<file path="config.mk">
export PLATFORM = sky130hd
export DESIGN_NAME = dbt_queue
export DESIGN_NICKNAME = d
export VERILOG_FILES = /design/src/rtl/date_bucket_truncate_core_defines.svh /design/src/rtl/dbt_pkg.sv /design/src/rtl/dbt_queue.sv
export SDC_FILE = /design/constraint.sdc
export NUM_CORES = 1
export LEC_CHECK = 0
export BUFFER_PORTS_ARGS = -buffer_cell sky130_fd_sc_hd__clkbuf_2
export CAP_MARGIN = 20
export CORE_ASPECT_RATIO = 0.7
export CORE_MARGIN = 10
export CORE_UTILIZATION = 50
export DETAILED_ROUTE_END_ITERATION = 8
export PLACE_DENSITY = 0.72
export SLEW_MARGIN = 10
export SYNTH_ARGS = -nofsm -noshare
export SYNTH_HDL_FRONTEND = slang
export SYNTH_SLANG_ARGS = --single-unit
</file>
<file path="constraint.sdc">
create_clock -name clk -period 4.2 [get_ports clk]
set_input_delay 0.21 -clock clk [delete_from_list [all_inputs] [get_ports clk]]
set_output_delay 0.21 -clock clk [all_outputs]
set_load 0.01 [all_outputs]
</file>
<file path="src/rtl/date_bucket_truncate_core_defines.svh">
// Assertion macros for the date bucket truncation core.
// Taken in by the top level; the macros expect clk and rst_n in scope.
`ifndef DATE_BUCKET_TRUNCATE_CORE_DEFINES_SVH
`define DATE_BUCKET_TRUNCATE_CORE_DEFINES_SVH

// Same-cycle implication, checked out of reset.
`define DBT_ASSERT_IMP(lbl, ante, cons) \
  lbl: assert property (@(posedge clk) disable iff (!rst_n) (ante) |-> (cons)) \
    else $error("date bucket assertion failed");

// Next-cycle implication, checked out of reset.
`define DBT_ASSERT_NXT(lbl, ante, cons) \
  lbl: assert property (@(posedge clk) disable iff (!rst_n) (ante) |=> (cons)) \
    else $error("date bucket assertion failed");

`endif

</file>
<file path="src/rtl/dbt_pkg.sv">
// Shared types, constants and arithmetic helpers for the date bucket core.
// No dependencies; every module of the block imports this package.
package dbt_pkg;

  // Result status codes.
  typedef enum logic [2:0] {
    ST_OK     = 3'd0,
    ST_TIME   = 3'd1,
    ST_EMPTY  = 3'd2,
    ST_ORIGIN = 3'd3,
    ST_BEFORE = 3'd4
  } status_t;

  // Configuration register indexes.
  localparam logic [1:0] CFG_MONTHS   = 2'd0;
  localparam logic [1:0] CFG_DAYS     = 2'd1;
  localparam logic [1:0] CFG_HAS_TIME = 2'd2;
  localparam logic [1:0] CFG_ORIGIN   = 2'd3;

  // Configuration register contents.
  typedef struct packed {
    logic [11:0]        months;
    logic [15:0]        days;
    logic               has_time;
    logic signed [31:0] origin;
  } cfg_t;

  // One classified word as it travels from the front end to the back end.
  typedef struct packed {
    logic        month;
    logic        bypass;
    status_t     status;
    logic [31:0] val;
    logic [31:0] base;
    logic [31:0] dvnd;
    logic [15:0] dvsr;
  } item_t;

  localparam int QUEUE_DEPTH = 4;
  localparam int QPTR_W      = $clog2(QUEUE_DEPTH);
  localparam int QCNT_W      = $clog2(QUEUE_DEPTH + 1);

  // Day count offsets. The era bias keeps the day-to-era division unsigned.
  localparam logic [33:0] ZU_OFFSET   = 34'd2148356325;  // 730425 + 14700 * 146097
  localparam logic [32:0] DAYS_ERA    = 33'd146097;
  localparam logic [15:0] M_ERA       = 16'(64'd8589934592 / 64'd146097);
  localparam logic [26:0] YEAR_BIAS   = 27'd5880000;     // 14700 * 400
  // Month index offsets for the month-to-day conversion.
  localparam logic [27:0] T2_OFFSET   = 28'd71999998;    // 15000 * 4800 - 2
  localparam logic [27:0] MONTHS_ERA  = 28'd4800;
  localparam logic [15:0] M_MERA      = 16'(64'd268435456 / 64'd4800);
  localparam logic [34:0] DAY_BIAS    = 35'd2192185425;  // 15000 * 146097 + 730425

  // Reciprocals for the narrow constant divisions (20-bit dividends).
  localparam logic [20:0] M_1460  = 21'((1 << 20) / 1460);
  localparam logic [20:0] M_36524 = 21'((1 << 20) / 36524);
  localparam logic [20:0] M_365   = 21'((1 << 20) / 365);
  localparam logic [20:0] M_100   = 21'((1 << 20) / 100);
  localparam logic [20:0] M_153   = 21'((1 << 20) / 153);
  localparam logic [20:0] M_12    = 21'((1 << 20) / 12);

  // Quotient of a 20-bit value by a constant: reciprocal estimate, then one
  // correction step, since the estimate is at most one short.
  function automatic logic [19:0] div_small(input logic [19:0] x, input logic [19:0] c,
                                            input logic [20:0] m);
    logic [40:0] p;
    logic [19:0] qe;
    logic [39:0] qc;
    logic [19:0] r;
    p  = {21'd0, x} * {20'd0, m};
    qe = p[39:20];
    qc = {20'd0, qe} * {20'd0, c};
    r  = x - qc[19:0];
    if (r >= c) begin
      qe = qe + 20'd1;
    end
    return qe;
  endfunction

  // Day of the March-based year on which each month starts.
  function automatic logic [8:0] month_start(input logic [3:0] mi);
    logic [8:0] s;
    unique case (mi)
      4'd0:    s = 9'd0;
      4'd1:    s = 9'd31;
      4'd2:    s = 9'd61;
      4'd3:    s = 9'd92;
      4'd4:    s = 9'd122;
      4'd5:    s = 9'd153;
      4'd6:    s = 9'd184;
      4'd7:    s = 9'd214;
      4'd8:    s = 9'd245;
      4'd9:    s = 9'd275;
      4'd10:   s = 9'd306;
      4'd11:   s = 9'd337;
      default: s = 9'd0;
    endcase
    return s;
  endfunction

endpackage

</file>
<file path="src/rtl/dbt_queue.sv">
// Short word queue between the front end and the back end.
// Depends on dbt_pkg for the item type and the depth.
module dbt_queue import dbt_pkg::*; (
  input  logic  clk,
  input  logic  rst_n,
  input  logic  push,
  input  item_t push_item,
  input  logic  pop,
  output item_t pop_item,
  output logic  full,
  output logic  empty
);

  item_t             mem_r [QUEUE_DEPTH];
  logic [QPTR_W-1:0] wr_ptr_r;
  logic [QPTR_W-1:0] rd_ptr_r;
  logic [QCNT_W-1:0] cnt_r;
  logic [QCNT_W-1:0] cnt_nxt;

  assign full     = (cnt_r == QCNT_W'(QUEUE_DEPTH));
  assign empty    = (cnt_r == '0);
  assign pop_item = mem_r[rd_ptr_r];

  // Occupancy follows the push and pop strobes.
  always_comb begin
    cnt_nxt = cnt_r;
    if (push && !pop) begin
      cnt_nxt = cnt_r + QCNT_W'(1);
    end else if (pop && !push) begin
      cnt_nxt = cnt_r - QCNT_W'(1);
    end
  end

  // Pointers and count.
  always_ff @(posedge clk) begin
    if (!rst_n) begin
      wr_ptr_r <= '0;
      rd_ptr_r <= '0;
      cnt_r    <= '0;
    end else begin
      if (push) begin
        wr_ptr_r <= wr_ptr_r + QPTR_W'(1);
      end
      if (pop) begin
        rd_ptr_r <= rd_ptr_r + QPTR_W'(1);
      end
      cnt_r <= cnt_nxt;
    end
  end

  // Storage needs no reset.
  always_ff @(posedge clk) begin
    if (push) begin
      mem_r[wr_ptr_r] <= push_item;
    end
  end

endmodule

</file>
**After elaboration in Yosys (flattened, before gate mapping)**

Memories as Yosys holds them, arrays and structs flattened. A register that Yosys moved wholly into a read port is not among the register bits.
Cells that the tools add are included.

- Flip-flop bits (word level): 7
- Bits in writable memories: 468
- Input port bits: 121
- Word-level logic and storage cells: 21
- Memories kept: 1

Memories:

| name | depth | width | rd ports | clocked after Yosys merged registers in | wr ports | RTL line | RTL |
|---|---|---|---|---|---|---|---|
| mem_r | 4 | 117 | 1 | 1 | 1 | dbt_queue.sv:14 | `item_t mem_r [QUEUE_DEPTH];` |

- $add $sub $neg: 4
- Equality and inequality tests: 1
- Muxes and demuxes: 6
- Reduce and logical (&&, ||, !) cells: 6

Operator list:

| cell | count |
|---|---|
| $mux 3 | 2 |
| $add 2x1->2 const B | 2 |
| $mux 2 | 2 |
| $add 3x1->3 const B | 1 |
| $eq 3x3->1 const B | 1 |
| $logic_not 3->1 | 1 |
| $sub 3x1->3 const B | 1 |
| $logic_and 1x1->1 | 2 |
| $logic_not 1->1 | 2 |
| $mux 1 | 2 |
| $reduce_bool 2->1 | 1 |

**Longest topological paths before layout**

- Depth in word-level cells: 4
- Gate-level depth with buffers: 7
- Gate-level depth less buffers: 7

**Least setup slack after synthesis**

Ideal clock, no wire load.

- Kind: flip-flop to flip-flop
- From: register wr_ptr_r[0]
- To: memory mem_r[0][0] (netlist name), enable pin
- Arrival time: 3232 ps
- Setup slack: 478 ps
- Stages on the path, launching flop included: 4
- Cells stage by stage: dfxtp_1 > inv_1 > ha_1 > and2_1

RTL lines:

| what | RTL line | RTL |
|---|---|---|
| start, declared | dbt_queue.sv:15 | `logic [QPTR_W-1:0] wr_ptr_r;` |
| start signal, assigned | dbt_queue.sv:42 | `wr_ptr_r <= wr_ptr_r + QPTR_W'(1);` |
| end, declared | dbt_queue.sv:14 |  |

No word-level cell before the write port.

==> results.cfg <==
[sta]
slew_headroom_pct = 31.1
rsz0062_at_grt = no
setup_violations = 0
whs_ps = 35.7
finalCritPeriodShare_pct = 69.4
setup_slack_ps = 1290
maxSlewViolCount = 0
tns_ps = 0
tightest_slew_ps = 1030
skew_ps = 10.6
finalCriticalPeriod_ps = 2910
hold_viol = 0
fmax_mhz = 343

[clock_network]
path_clk_slew_ps = 60
cts_buffer_depth = 3
post-cts-setup-buffer-count = 0
cts-root-buf = clkbuf_16
clock_latency_ps = 550
cts_tree = built
h-tree-depth = 2
numCtsBuffers = 44
cts_sinks = 477
cts-resized-gates = 0

[setup_path]
cp.arrival_ps = 2700
crit_path_start_kind = register
critPathKind = reg -> out
critPathMaxFanout = 44
required_ps = 3990
endpoint_kind = output port

[synthesis]
synthArstFlopShare_pct = 0
netlist_top_cells_area = edfxtp_1, mux4_2, dfxtp_1, buf_2, ha_1
synth_edf_count = 468
yosysWarnings = 0
netlist.area_leader.share_pct = 81.3
synth.distinct_cells = 21
synthTopCellsByCount = edfxtp_1, mux4_2, buf_2, and2_1, dfxtp_1
syn_area_per_cell_um2 = 26.4
ys_seq_area_share_pct = 82.3
syn_inst = 654
netlist_area_um2 = 17300
ys.flop_type = edfxtp_1
synth_most_common_cell = edfxtp_1
ys_ff_latch = 477
yosys.area.top_type = edfxtp_1
syn-num-nets = 781

[placement]
place_inst = 1342
dpl_cell_area_um2 = 19100
gp_congestion = 0.713
post-place-ws_ps = 1750
dp_hpwl_um = 20700
portBuffers = 239

[outcome]
status = complete, no violations

[worst_hold_path]
worstHoldPathType = in -> reg

[power_and_ir_drop]
p_sw_mw = 2.27
p_leak_nw = 7.38
power_frac_seq_pct = 53.5
power_density_nw_per_um2 = 481
ir_drop_mv = 0.309
p_comb_share_pct = 10.3
p_sw_share_pct = 21.8
intPower_mw = 8.13
report.power.total_mw = 10.4
p_clk_share_pct = 36.2

[cells_and_area]
drive_gt1_share_pct = 40.2
fin_cells = 1538
area_growth_pct = 25.1
fin_area_um2 = 21600
fin_util_pct = 64.0
fin_nets = 1169

[routing]
first_pass_iters = 5
routedWlPerCell_um = 22.8
drc_errors = 0
drt-initial-drc-count = 558
route.final.wire_length_um = 35000
antenna_left = 0
via_per_inst = 5.33
num_vias = 8199

[floorplan]
die_h_um = 176
coreArea_um2 = 33800
start_util_pct = 51.2
placementRows = 56
die_area_um2 = 42500
pin_count = 240
die_w_um = 242

[global_routing]
first_global_vias = 8860
grt_max_degree = 74
grt_util_all_layers_pct = 16.5
grt_first_pass_wirelength_um = 54100
antenna_found_initial = 1
gr-total-overflow = 0

[job]
drv_cap = 0
## state kept, by name (all words and copies together) (netlist names), named ones only
name      cells
wr_ptr_r      2
mem_r       468
cnt_r         3
rd_ptr_r      2
## what timing repair did
action / CTS / global route
hold endpoints to repair: 477 / 0
hold buffers: 118 / 0
setup endpoints to repair: 0 / 0
## power by group through the flow
stage	registers, mW	clock network, mW	logic (mW)
2_1_floorplan	5.63	0	0.592
3_3_place_gp	5.66	0	0.990
3_5_place_dp	5.67	0	1.00
4_1_cts	5.57	3.85	1.10
5_1_grt	5.58	4.06	1.16
6_report	5.56	3.76	1.07
## cell type report
cell class,instances,area [µm²]
multi-input combinational,147,2900
inverter,4,15.0
antenna,1,2.50
tap,464,581
fill,2226,12100
timing repair buffer,368,2550
sequential,477,14200
clock buffer,53,1160
clock inverter,24,189
## path summary, 6_finish.rpt
check                                 from                     end  slack (ps)  depth (start not counted)
setup / recovery                  register            pop_item[33]        1290                          3
hold / removal                         pop                register          40                          3
setup reg to reg  wr_ptr_r[0]$_SDFFE_PN0P_  mem_r[0][31]$_DFFE_PP_        2070                          4
hold reg to reg      cnt_r[2]$_SDFFE_PN0P_   cnt_r[2]$_SDFFE_PN0P_         530                          2
## logic make-up (layout without fill, tap and decap cells)
logic type               Yosys count  after routing  share of synthesized area, %
flip-flops                       477            477                          82.3
XOR/XNOR                           5              5                         0.253
adder cells (fa/ha/maj)            6              6                         0.478
AO/OA/AOI/OAI                      2              2                        0.0724
AND/OR/NAND/NOR                   15             15                         0.528
other                              0              1                             0
buffers and inverters             30            449                         0.984
multiplexers                     119            119                          15.4
## layout by cell type (no fill, tap or decap), types with 7 or more instances in the layout
cell type	instances
edfxtp_1	468
clkbuf_1	8
clkinv_2	8
clkbuf_16	45
clkinv_1	11
dlygate4sd3_1	118
dfxtp_1	7
mux4_2	117
clkbuf_2	239
buf_12	7
## worst max-delay path, cell delays in order, from the launching register on
cell	delay, ps
dfxtp_4	970
buf_4	410
mux4_2	590
clkbuf_2	160
## layer usage
metal,track usage [%],share of wire [%]
met5,0,0
met4,4.21,1.8
met3,4.44,7.2
met2,26.5,49
met1,22.2,42
Note: power is estimated with default switching activity, not from simulation.
